**src/rtl/bb3_pkg.sv**
```systemverilog
// ----------------------------------------------------------------------------
// bb3_pkg
// Types, constants and helpers shared by the 3x3 box blur modules.
// ----------------------------------------------------------------------------
package bb3_pkg;

   localparam int DEF_MAX_WIDTH  = 1024;
   localparam int DEF_MAX_HEIGHT = 4096;

   localparam int FW_BITS        = 11;
   localparam int FH_BITS        = 13;
   localparam int CSR_DATA_BITS  = 13;
   localparam int CSR_INDEX_BITS = 2;
   localparam int PIX_BITS       = 8;
   localparam int ROW_BITS       = 12;
   localparam int COL_BITS       = 10;
   localparam int SUM_BITS       = 12;
   localparam int RECIP_BITS     = 17;
   localparam int RECIP_SHIFT    = 16;
   localparam int CNT_BITS       = 4;

   localparam logic [CSR_INDEX_BITS-1:0] REG_FRAME_WIDTH  = 2'd0;
   localparam logic [CSR_INDEX_BITS-1:0] REG_FRAME_HEIGHT = 2'd1;

   localparam logic [FW_BITS-1:0] FRAME_WIDTH_RESET  = 11'd1024;
   localparam logic [FH_BITS-1:0] FRAME_HEIGHT_RESET = 13'd768;

   typedef logic [3*PIX_BITS-1:0] pixel_type;

   typedef enum logic [1:0] {
      ST_IDLE,
      ST_LOAD,
      ST_SUM,
      ST_MUL
   } state_type;

   // controller -> datapath
   typedef struct packed {
      logic       accept;
      logic       load;
      logic       sum;
      logic       put;
      logic [1:0] slot;   // bit 1: column offset, bit 0: row offset
      logic       last;
   } cmd_type;

   // datapath -> controller, position of the incoming pixel
   typedef struct packed {
      logic c_ge1;
      logic r_ge1;
      logic lastcol;
      logic lastrow;
   } status_type;

   // reciprocal * 2^16, exact for sums up to 9*255
   function automatic logic [RECIP_BITS-1:0] recip(input logic [CNT_BITS-1:0] n);
      logic [RECIP_BITS-1:0] r;
      case (n)
         4'd1:    r = 17'd65536;
         4'd2:    r = 17'd32768;
         4'd3:    r = 17'd21846;
         4'd4:    r = 17'd16384;
         4'd6:    r = 17'd10923;
         4'd9:    r = 17'd7282;
         default: r = 17'd65536;
      endcase
      return r;
   endfunction

endpackage

```
**src/rtl/bb3_ctrl.sv**
```systemverilog
// ----------------------------------------------------------------------------
// bb3_ctrl
// Sequencer: takes one pixel, then walks its pending results one by one.
// ----------------------------------------------------------------------------
module bb3_ctrl import bb3_pkg::*; (
   input  logic       clock,
   input  logic       reset,
   input  logic       req_valid,
   output logic       req_stall,
   output logic       rsp_valid,
   input  logic       rsp_stall,
   input  status_type status,
   output cmd_type    cmd
);

   state_type  state_ff, state_in;
   logic [3:0] mask_ff, mask_in;
   logic       rsp_valid_ff, rsp_valid_in;

   logic       accept;
   logic       out_free;
   logic [1:0] slot;
   logic [3:0] slot_bit;
   logic [3:0] remain;

   assign accept   = (state_ff == ST_IDLE) && req_valid;
   assign out_free = !rsp_valid_ff || !rsp_stall;

   // lowest pending result first
   always_comb begin
      slot = 2'd0;
      if (mask_ff[0])      slot = 2'd0;
      else if (mask_ff[1]) slot = 2'd1;
      else if (mask_ff[2]) slot = 2'd2;
      else                 slot = 2'd3;
   end

   assign slot_bit = 4'b0001 << slot;
   assign remain   = mask_ff & ~slot_bit;

   // next state
   always_comb begin
      state_in = state_ff;
      unique case (state_ff)
         ST_IDLE: if (accept) state_in = ST_LOAD;
         ST_LOAD: state_in = (mask_ff != 4'd0) ? ST_SUM : ST_IDLE;
         ST_SUM:  state_in = ST_MUL;
         ST_MUL: begin
            if (out_free) state_in = (remain != 4'd0) ? ST_SUM : ST_IDLE;
         end
         default: state_in = ST_IDLE;
      endcase
   end

   // outputs
   always_comb begin
      cmd        = '0;
      cmd.accept = accept;
      cmd.load   = (state_ff == ST_LOAD);
      cmd.sum    = (state_ff == ST_SUM);
      cmd.put    = (state_ff == ST_MUL) && out_free;
      cmd.slot   = slot;
      cmd.last   = (remain == 4'd0);
   end

   always_comb begin
      mask_in = mask_ff;
      if (accept) begin
         mask_in = {status.lastcol & status.lastrow, status.lastcol & status.r_ge1,
                    status.c_ge1 & status.lastrow, status.c_ge1 & status.r_ge1};
      end else if (cmd.put) begin
         mask_in = remain;
      end
   end

   always_comb begin
      rsp_valid_in = rsp_valid_ff;
      if (cmd.put)                        rsp_valid_in = 1'b1;
      else if (rsp_valid_ff && !rsp_stall) rsp_valid_in = 1'b0;
   end

   always_ff @(posedge clock) begin
      if (reset) begin
         state_ff     <= ST_IDLE;
         mask_ff      <= 4'd0;
         rsp_valid_ff <= 1'b0;
      end else begin
         state_ff     <= state_in;
         mask_ff      <= mask_in;
         rsp_valid_ff <= rsp_valid_in;
      end
   end

   assign req_stall = (state_ff != ST_IDLE);
   assign rsp_valid = rsp_valid_ff;

endmodule

```
**config.mk**
```make
export PLATFORM = sky130hd
export DESIGN_NAME = bb3_ctrl
export DESIGN_NICKNAME = d
export VERILOG_FILES = /design/src/rtl/bb3_pkg.sv /design/src/rtl/bb3_ctrl.sv
export SDC_FILE = /design/constraint.sdc
export NUM_CORES = 1
export LEC_CHECK = 0
export BUFFER_PORTS_ARGS = -buffer_cell sky130_fd_sc_hd__buf_2
export CELL_PAD_IN_SITES_DETAIL_PLACEMENT = 1
export CELL_PAD_IN_SITES_GLOBAL_PLACEMENT = 1
export CORE_AREA = 2 2 39 41
export CTS_CLUSTER_SIZE = 30
export DETAILED_ROUTE_END_ITERATION = 8
export DIE_AREA = 0 0 41 43
export GPL_TIMING_DRIVEN = 0
export PLACE_DENSITY_LB_ADDON = 0.1
export SETUP_SLACK_MARGIN = 0.15
export SYNTH_ARGS = -nofsm -noshare
export SYNTH_HDL_FRONTEND = slang
export SYNTH_SLANG_ARGS = --single-unit
```
**constraint.sdc**
```tcl
create_clock -name clock -period 1.2 [get_ports clock]
set_input_delay 0.06 -clock clock [delete_from_list [all_inputs] [get_ports clock]]
set_output_delay 0.06 -clock clock [all_outputs]
set_load 0.01 [all_outputs]
```
Word-level counts from Yosys, hierarchy flattened --
Cells that the tools add are included.
Word-level totals: register bits 7, input bits 8, memories kept 0, bits in latches 0, word-level logic and storage cells 41, bits in read-only memories 0, memory bits (writable) 0
Operators by class: reductions and logical operators 14, multiply operators 0, eq/ne operators 5, $add $sub $neg 0, shifts and indexed selects 1, mux-type cells 12, div/mod/pow operators 0, bitwise logic cells 6, order comparisons 0
Operator list (number):
- 2-bit 2-to-1 mux | 6
- 4-bit 2-to-1 mux | 2
- 2-bit one-hot mux with 4 select lines | 1
- 4-bit nonzero test | 2
- 2-bit nonzero test | 3
- 1-bit AND | 4
- 4-bit AND | 1
- 2-bit equality test, second input constant | 2
- 4-bit logical NOT | 1
- 2-bit != test, second input constant | 2
- 4-bit NOT | 1
- 1-bit by 2-bit << shifter with 4-bit output, first input constant | 1
- 1-bit logical AND | 3
- 1-bit 2-to-1 mux | 3
- 2-bit by 1-bit equality test with 1-bit output, second input constant | 1
- 1-bit logical NOT | 2
- 2-bit logical NOT | 1
- 2-bit AND reduction | 1
- 1-bit logical OR | 1

Depth between registers and ports, before layout --
Gate-level depths: netlist of run 1.
word-level depth 10, gate-level depth with buffers 5, depth with buffers taken out 5

Worst setup path before layout of run 1 --
OpenSTA, ideal clock, no wires.
kind register -> register, from register mask_ff[0], to register state_ff[1], arrival time 1077 ps, cell stages (with the launch flop) 4, setup slack 43 ps, data required time 1121 ps, path through dfxtp_1 -> nor2_2 -> a221o_1 -> a211oi_2
RTL lines:
- start, declared | line bb3_ctrl.sv:17 | logic [3:0] mask_ff, mask_in;
- start signal, assigned | line bb3_ctrl.sv:89 | mask_ff <= mask_in;
- end signal, assigned | line bb3_ctrl.sv:88 | state_ff <= state_in;
- end, declared | line bb3_ctrl.sv:16 | state_type state_ff, state_in;

==> run_results.csv, run 1 <==
group,metric,value,unit
synth,synth-edff-count,0,
outcome,violations,"setup timing",
synth,synth_top_cell_by_area,"dfxtp_1",
floorplanning,core-area,1380,sq um
global_route,grt_pass1_vias,501,
timing,setup_viol,1,
placed_design,place_hpwl,669,um
cts,insertion_delay,0.27,ns
route,top_layer,"met4",
worst_setup_path,critPathLaunchType,"flip-flop",
route,drt-initial-drc-count,2,
floorplanning,placement_rows,14,
synth,ys_ff_latch,7,
synth,yosys.cell_types.count,17,
cts,cts_hold_buf,0,
worst_setup_path,critical_path_class,"reg -> out",
finish,layout-drive-gt1-share,75.3,%
floorplanning,initial_core_util,25.9,%
synth,ys_top_cells_by_area,"dfxtp_1 39%, a21oi_1 9.8%, nand2_1 7.3%",
synth,synth_seq_area_share,39.0,%
finish,design_area,785,sq um
cts,cts_tree,"built",
synth,synth_area_per_cell,7.64,sq um
timing,fmax,832,MHz
worst_setup_path,path_cells,"inv_2 > a221o_1 > buf_2",
floorplanning,boundaryPins,17,
placed_design,port-buffer-count,16,
power,power.density,867,nW/um^2
timing,rsz0062_at_grt,"yes",
worst_setup_path,path_max_fanout,3,
worst_hold_path,hp-class,"in -> reg",
worst_setup_path,setup.worst_path.end_class,"primary output",
route,finalWirelength,1.27,mm
power,max-vdd-ir-drop,517,uV
floorplanning,die_x,41,um
timing,slew_headroom,82.5,%
finish,fin_nets,94,
worst_hold_path,hold_depth,3,
timing,worstMarginPinSlew,0.263,ns
placed_design,gp_congestion,0.661,
synth,yosysTopAreaCellShare,39.0,%
synth,synth_nets,55,
cts,cts_sinks,7,
route,dr.pass1.iters,3,
route,met1_length,463,um
timing,tns,-0.00183,ns
flow_run,drv_cap,0,
finish,antennaDiodeCount,0,
floorplanning,die_area,1760,sq um
worst_setup_path,worstReg2RegStart,"mask_ff[1]",
global_route,grt_max_degree,9,
synth,yosysWarnings,0,
power,power_leakage,0.000347,uW
placed_design,placed_cell_area,470,sq um
global_route,grt_pass1_wl,1.97,mm
synth,synth_area,359,sq um
cts,clockBufferDepth,2,
worst_hold_path,worstHoldStart,"status[1]",
route,ant_nets,0,
route,post-route-drc-count,0,
cts,htree_num_levels,1,
timing,period_share,100,%
worst_setup_path,crit-reg2reg-capture,"state_ff[1]",
worst_setup_path,cpMaxStageDelayCell,"dfxtp_2",
worst_hold_path,hold_end,"mask_ff[2]",
route,wl_met3,83,um
timing,finalMaxSlewViolations,0,
global_route,grt_usage,17.5,%
finish,fillerInstances,164,
timing,final_hold_viol_count,0,
synth,ys_top_cells_by_count,"7 x a21oi_1, 7 x dfxtp_1, 7 x nand2_1",
timing,final.setup_skew,0.00726,ns
route,via_per_inst,4.90,
worst_setup_path,cpPeakStageDelay,0.35,ns
floorplanning,die_height,43,um
cts,cts_inserted_buffers,3,
worst_setup_path,rr_worst_depth,4,
route,wl_met2,699,um
finish,area_growth,118,%
worst_setup_path,cp_data_arrival_time,1.14,ns
worst_setup_path,crit_required,1.14,ns
cts,root_buffer,"clkbuf_4",
outcome,status,"complete, but fails checks",
timing,period_needed,1.20,ns
synth,async_flop_share,0,%
route,vias,495,
finish,regArea,159,sq um
worst_setup_path,r2r_slack,0.09,ns
synth,synthFlopType,"dfxtp_1",
global_route,grt-ovfl-total,0,
global_route,antenna_found_initial,0,
finish,multi_input_area,279,sq um
route,wl_per_cell,12.6,um
cts,clk_pin_slew,0.05,ns
timing,worst_slack,-0.00183,ns
synth,syn-instance-count,47,
power by group:
| group | leakage, uW | internal [uW] | switching [uW] |
|---|---|---|---|
| Sequential | 0.0000613 | 240 | 18.4 |
| Combinational | 0.000271 | 102 | 81.6 |
| Clock | 0.0000150 | 128 | 110 |
through the flow:
| stage | power, uW | utilization [%] | hold WS [ns] | instances | worst slack (ns) |
|---|---|---|---|---|---|
| global route | 721 | 56.7 | 0.0603 | 101 | -0.0615 |
| floorplan | 315 | - | 0.119 | 47 | 0.158 |
| detailed placement | 358 | 34.0 | 0.332 | 79 | -0.0103 |
| finish | 680 | 56.7 | 0.0536 | 101 | -0.00183 |
| CTS | 636 | 49.4 | 0.0571 | 98 | -0.0225 |
| global placement | 358 | 34.0 | 0.331 | 79 | -0.0229 |
flip-flops by register name (all words and copies together), names as in the netlist:
name and count:
mask_ff 4, rsp_valid 1, state_ff 2
worst max-delay path by stage:
stage | startpoint | end | slack [ns] | cells after the start
after floorplan | mask_ff[0] | state_ff[1] | 0.16 | 3
after global placement | state_ff[0] | mask_ff[2] | -0.02 | 3
after detailed placement | state_ff[0] | mask_ff[2] | -0.01 | 3
after CTS | mask_ff[2] | cmd[0] | -0.02 | 3
after global routing | mask_ff[2] | cmd[0] | -0.06 | 3
final | mask_ff[1] | cmd[0] | -0.002 | 3
routing by layer:
metal / global-route usage (%) / vias up
li1: - / 245
met3: 9.42 / 5
met2: 29.4 / 15
met1: 17.2 / 230
met5: 0 / -
met4: 6.00 / 0
timing repair:
item,in CTS,in global routing
pin swaps,6,7
endpoints found under the hold margin,0,0
setup endpoints to repair,10,10
setup buffers,15,3
resized for setup,25,15
worst max-delay path: cells and delay by family, from the launching register on:
family,cells,cell delay [ns]
DFF,1,0.35
buffers and inverters,2,0.18
AOI/OAI and AO/OA,1,0.34
layout by cell type, fill, tap and decap left out:
master	count
buf_6	12
buf_2	12
buf_4	12
a21oi_1	5
nand2_1	5
dfxtp_4	4
inv_2	3
nand3_1	3
clkbuf_4	3
dfxtp_2	3
nor2b_4	2
nor2_2	2
a21oi_2	2
nand2_4	1
nand3_4	1
nor2_4	1
inv_1	1
nand2_2	1
nor3_1	1
a221o_1	1
nand3b_1	1
nor4_4	1
o32ai_2	1
nor2b_1	1
nor2_1	1
o311ai_2	1
nand3_2	1
o211ai_1	1
a211oi_2	1
clkbuf_1	1
layout make-up:
class | instances | share of cell area [%]
multi-input combinational | 34 | 35.6
inverter | 4 | 1.91
sequential | 7 | 20.3
clock buffer | 4 | 3.35
buffer | 2 | 2.87
tap | 16 | 2.55
timing repair buffer | 34 | 33.5
kinds of logic (layout without fill, tap and decap cells):
group | Yosys count | after routing | synth area share [%]
AO/OA/AOI/OAI | 12 | 12 | 23.0
buffers and inverters | 6 | 44 | 8.36
AND/OR/NAND/NOR | 22 | 22 | 29.6
flip-flops | 7 | 7 | 39.0
(Power assumes the default switching activity.)
==> run 2, diff against run 1 <==
--- a/config.mk
+++ b/config.mk
@@ -12,9 +12,9 @@
 export CTS_CLUSTER_SIZE = 30
 export DETAILED_ROUTE_END_ITERATION = 8
 export DIE_AREA = 0 0 41 43
-export GPL_TIMING_DRIVEN = 0
 export PLACE_DENSITY_LB_ADDON = 0.1
 export SETUP_SLACK_MARGIN = 0.15
+export SKIP_CTS_REPAIR_TIMING = 1
 export SYNTH_ARGS = -nofsm -noshare
 export SYNTH_HDL_FRONTEND = slang
 export SYNTH_SLANG_ARGS = --single-unit
==> run_results.csv, run 2 (same netlist as run 1, synthesis figures left out) <==
group,metric,value,unit
worst_setup_path,critPathLaunchType,"flip-flop",
worst_setup_path,cpPeakStageDelay,0.38,ns
worst_setup_path,critical_path_class,"reg -> out",
route,top_layer,"met4",
floorplanning,die_area,1760,sq um
global_route,grt_pass1_wl,1.59,mm
finish,layout-drive-gt1-share,63.5,%
finish,fillerInstances,168,
timing,final_hold_viol_count,0,
route,vias,438,
floorplanning,placement_rows,14,
floorplanning,core-area,1380,sq um
timing,worst_slack,-0.0139,ns
finish,antennaDiodeCount,0,
finish,largest-register,"mask_ff",
cts,root_buffer,"clkbuf_4",
worst_setup_path,cpMaxStageDelayCell,"dfxtp_4",
cts,cts_tree,"built",
route,met1_length,448,um
global_route,antenna_found_initial,0,
worst_hold_path,hp-class,"in -> reg",
route,drt-initial-drc-count,6,
cts,cts_sinks,7,
global_route,grt-ovfl-total,0,
worst_setup_path,crit_required,1.14,ns
floorplanning,die_height,43,um
power,p_total,616,uW
floorplanning,initial_core_util,25.9,%
cts,htree_num_levels,1,
timing,rsz0062_at_grt,"yes",
finish,largest_reg_flops,4,
timing,finalMaxSlewViolations,0,
route,ant_nets,0,
timing,slew_headroom,77.2,%
route,post-route-drc-count,0,
floorplanning,die_x,41,um
placed_design,port-buffer-count,16,
timing,fmax,824,MHz
route,via_per_inst,4.87,
flow_run,drv_cap,0,
outcome,violations,"setup timing",
cts,clk_pin_slew,0.05,ns
route,wl_met3,71,um
cts,insertion_delay,0.25,ns
timing,final.setup_skew,0.00185,ns
power,power_leakage,0.000285,uW
worst_setup_path,path_buf_inv,1,
finish,regArea,164,sq um
cts,clockBufferDepth,2,
cts,cts_inserted_buffers,3,
finish,final_cell_mix,"12 x buf_2, 7 x a21oi_1, 7 x buf_4",
finish,area_growth,82.2,%
power,power.density,941,nW/um^2
finish,multi_input_area,249,sq um
global_route,grt_usage,13.8,%
worst_setup_path,crit_family,"flip-flops",
finish,fin_nets,83,
worst_setup_path,setup.worst_path.end_class,"primary output",
route,wl_per_cell,12.4,um
finish,fin_util,47.3,%
outcome,status,"complete, but fails checks",
timing,worstMarginPinSlew,0.338,ns
global_route,grt_max_degree,9,
global_route,grt_pass1_vias,391,
route,finalWirelength,1.12,mm
timing,period_needed,1.21,ns
worst_setup_path,path_max_fanout,6,
worst_setup_path,path_cells,"nor2_4 > a221o_1 > buf_2",
placed_design,gp_congestion,0.675,
placed_design,place_hpwl,766,um
timing,setup_viol,1,
power,max-vdd-ir-drop,668,uV
route,dr.pass1.iters,3,
timing,period_share,101,%
worst_setup_path,cp_data_arrival_time,1.15,ns
route,wl_met2,587,um
finish,final_common_cell,"buf_2",
floorplanning,boundaryPins,17,
==> run 2: cell count changes in the layout (fill, tap and decap cells not counted), moves of 2 or more <==
cell     before  now
a21oi_1       5    7
a21oi_2       2    0
buf_4        12    7
buf_6        12    6
dfxtp_2       3    1
dfxtp_4       4    6
==> run 2: worst register-to-register path: stages (launching register included) <==
cell      delay [ns]
dfxtp_4         0.38
nor2_4          0.04
a221o_1         0.34
buf_4           0.14
a211oi_2        0.15
==> run 2: path summary, 6_finish.rpt <==
path,start,to,slack (ns),cells past startpoint
max,mask_ff[2],cmd[0],-0.01,3
min,status[2],mask_ff[0],0.07,3
max reg2reg,mask_ff[2],state_ff[1],0.07,4
min reg2reg,rsp_valid,rsp_valid,0.53,2
==> run 2: cell type report <==
cell class | instances | area share, %
inverter | 4 | 2.29
multi-input combinational | 34 | 38.0
timing repair buffer | 25 | 27.5
sequential | 7 | 25.0
clock buffer | 4 | 4.02
tap | 16 | 3.06
==> run 2: routing by layer <==
metal,track usage [%],vias up
met5,0,-
met3,8.38,2
li1,-,220
met4,6.00,0
met2,21.6,14
met1,13.9,202
==> run 2: per-stage QoR <==
stage | hold WS, ns | TNS [ns] | cell area [sq um] | instances | setup slack, ns
after floorplan | 0.119 | 0 | 370 | 47 | 0.158
after detailed placement | 0.326 | 0 | 470 | 79 | 0.0969
after global routing | 0.0668 | -0.0692 | 654 | 90 | -0.0692
final | 0.0670 | -0.0139 | 654 | 90 | -0.0139
after CTS | 0.0600 | -0.132 | 497 | 83 | -0.0712
after global placement | 0.329 | 0 | 470 | 79 | 0.0718
==> run 2: where the power goes <==
part	internal (uW)	leakage (uW)	switching, uW	total, uW
Combinational	78.6	0.000208	67.6	146
Sequential	237	0.0000619	19.7	257
Clock	127	0.0000150	85.5	212
Total	443	0.000285	173	616
==> run 3, diff against run 2 <==
--- a/config.mk
+++ b/config.mk
@@ -15,6 +15,7 @@
 export PLACE_DENSITY_LB_ADDON = 0.1
 export SETUP_SLACK_MARGIN = 0.15
 export SKIP_CTS_REPAIR_TIMING = 1
+export SKIP_LAST_GASP = 1
 export SYNTH_ARGS = -nofsm -noshare
 export SYNTH_HDL_FRONTEND = slang
 export SYNTH_SLANG_ARGS = --single-unit
==> run_results.csv, run 3 (same netlist as run 1, synthesis figures left out) <==
group,metric,value,unit
finish,fin_nets,83,
worst_setup_path,path_cells,"nor2_4 > a221o_1 > buf_2",
cts,cts_sinks,7,
worst_setup_path,cpPeakStageDelay,0.38,ns
route,dr.pass1.iters,4,
cts,clockBufferDepth,2,
finish,largest_reg_flops,4,
global_route,antenna_found_initial,0,
power,switchingPower,177,uW
worst_setup_path,path_max_fanout,6,
placed_design,placed_cell_area,470,sq um
floorplanning,die_area,1760,sq um
outcome,status,"complete, but fails checks",
placed_design,place_ws,0.0969,ns
timing,period_needed,1.22,ns
cts,cts_tree,"built",
worst_setup_path,crit_required,1.14,ns
floorplanning,core-area,1380,sq um
worst_setup_path,cp_data_arrival_time,1.16,ns
route,drt-initial-drc-count,7,
finish,antennaDiodeCount,0,
cts,root_buffer,"clkbuf_4",
power,pwr-share-seq,41.8,%
timing,rsz0062_at_grt,"yes",
power,p_int,439,uW
power,comb_power_share,23.0,%
floorplanning,initial_core_util,25.9,%
route,wl_per_cell,12.5,um
route,vias,434,
finish,largest-register,"mask_ff",
timing,worstMarginPinSlew,0.285,ns
worst_setup_path,critPathLaunchType,"flip-flop",
floorplanning,die_height,43,um
worst_setup_path,setup.worst_path.end_class,"primary output",
cts,insertion_delay,0.25,ns
finish,area_growth,78.7,%
outcome,violations,"setup timing",
timing,tns,-0.0171,ns
floorplanning,placement_rows,14,
placed_design,place_hpwl,766,um
worst_setup_path,critical_path_class,"reg -> out",
worst_setup_path,cpMaxStageDelayCell,"dfxtp_4",
cts,htree_num_levels,1,
timing,fmax,822,MHz
timing,final.setup_skew,0.00501,ns
route,via_per_inst,4.82,
power,max-vdd-ir-drop,569,uV
timing,setup_viol,1,
placed_design,port-buffer-count,16,
route,finalWirelength,1.13,mm
floorplanning,boundaryPins,17,
power,power_leakage,0.000283,uW
floorplanning,die_x,41,um
placed_design,gp_congestion,0.675,
global_route,grt_pass1_wl,1.59,mm
flow_run,drv_cap,0,
finish,final_cell_mix,"14 x buf_2, 7 x a21oi_1, 7 x buf_4",
power,clkPwrFrac,35.3,%
timing,worst_slack,-0.0171,ns
finish,final_common_cell,"buf_2",
timing,final_hold_viol_count,0,
global_route,grt_pass1_vias,391,
route,ant_nets,0,
power,p_sw_share,28.7,%
power,power.density,960,nW/um^2
global_route,grt_max_degree,9,
cts,clk_pin_slew,0.05,ns
timing,period_share,101,%
finish,layout-drive-gt1-share,63.5,%
timing,slew_headroom,80.8,%
timing,finalMaxSlewViolations,0,
route,post-route-drc-count,0,
cts,cts_inserted_buffers,3,
global_route,grt_usage,13.8,%
finish,design_area,642,sq um
worst_hold_path,hp-class,"in -> reg",
global_route,grt-ovfl-total,0,
[run 3: cell count changes in the layout (fill, tap and decap cells not counted)]
| cell | before | now |
|---|---|---|
| buf_2 | 12 | 14 |
| buf_6 | 6 | 4 |
[run 3: worst paths after layout]
path | depth (start not counted) | from | slack (ns) | to
setup / recovery | 3 | mask_ff[2] | -0.02 | cmd[0]
hold / removal | 3 | status[2] | 0.07 | mask_ff[0]
setup reg to reg | 4 | mask_ff[2] | 0.04 | state_ff[1]
hold reg to reg | 2 | rsp_valid | 0.53 | rsp_valid
[run 3: power groups by stage]
stage	Sequential [uW]	Clock (uW)	Combinational, uW
after detailed placement	261	0	99.9
after global placement	261	0	99.4
after global routing	259	257	158
final	257	217	142
after floorplan	260	0	55.2
after CTS	256	231	100
[run 3: metal layers]
layer | wire length, um | GRT usage [%] | share of wire (%)
met1 | 452 | 13.9 | 40
met2 | 589 | 21.6 | 52
met3 | 73 | 8.38 | 6.5
met4 | 10 | 6.00 | 0.89
met5 | 0 | 0 | 0
[run 3: final cells by class]
class / count / area [sq um]
clock buffer: 4 / 26.3
sequential: 7 / 164
fill: 166 / 742
multi-input combinational: 34 / 249
timing repair buffer: 25 / 168
inverter: 4 / 15.0
tap: 16 / 20.0
[run 3: critical path, delay by kind of cell (launching register included)]
| family | cells | cell delay, ns |
|---|---|---|
| AOI/OAI and AO/OA | 1 | 0.34 |
| buffers and inverters | 1 | 0.14 |
| DFF | 1 | 0.38 |
| and+or+nand+nor | 1 | 0.04 |
[run 3: stage by stage]
stage,util (%),hold WS (ns),cells,total power (uW)
finish,46.4,0.0652,90,616
global route,46.4,0.0667,90,673
CTS,35.9,0.0600,83,587
detailed placement,34.0,0.326,79,361
global placement,34.0,0.329,79,360
floorplan,-,0.119,47,315
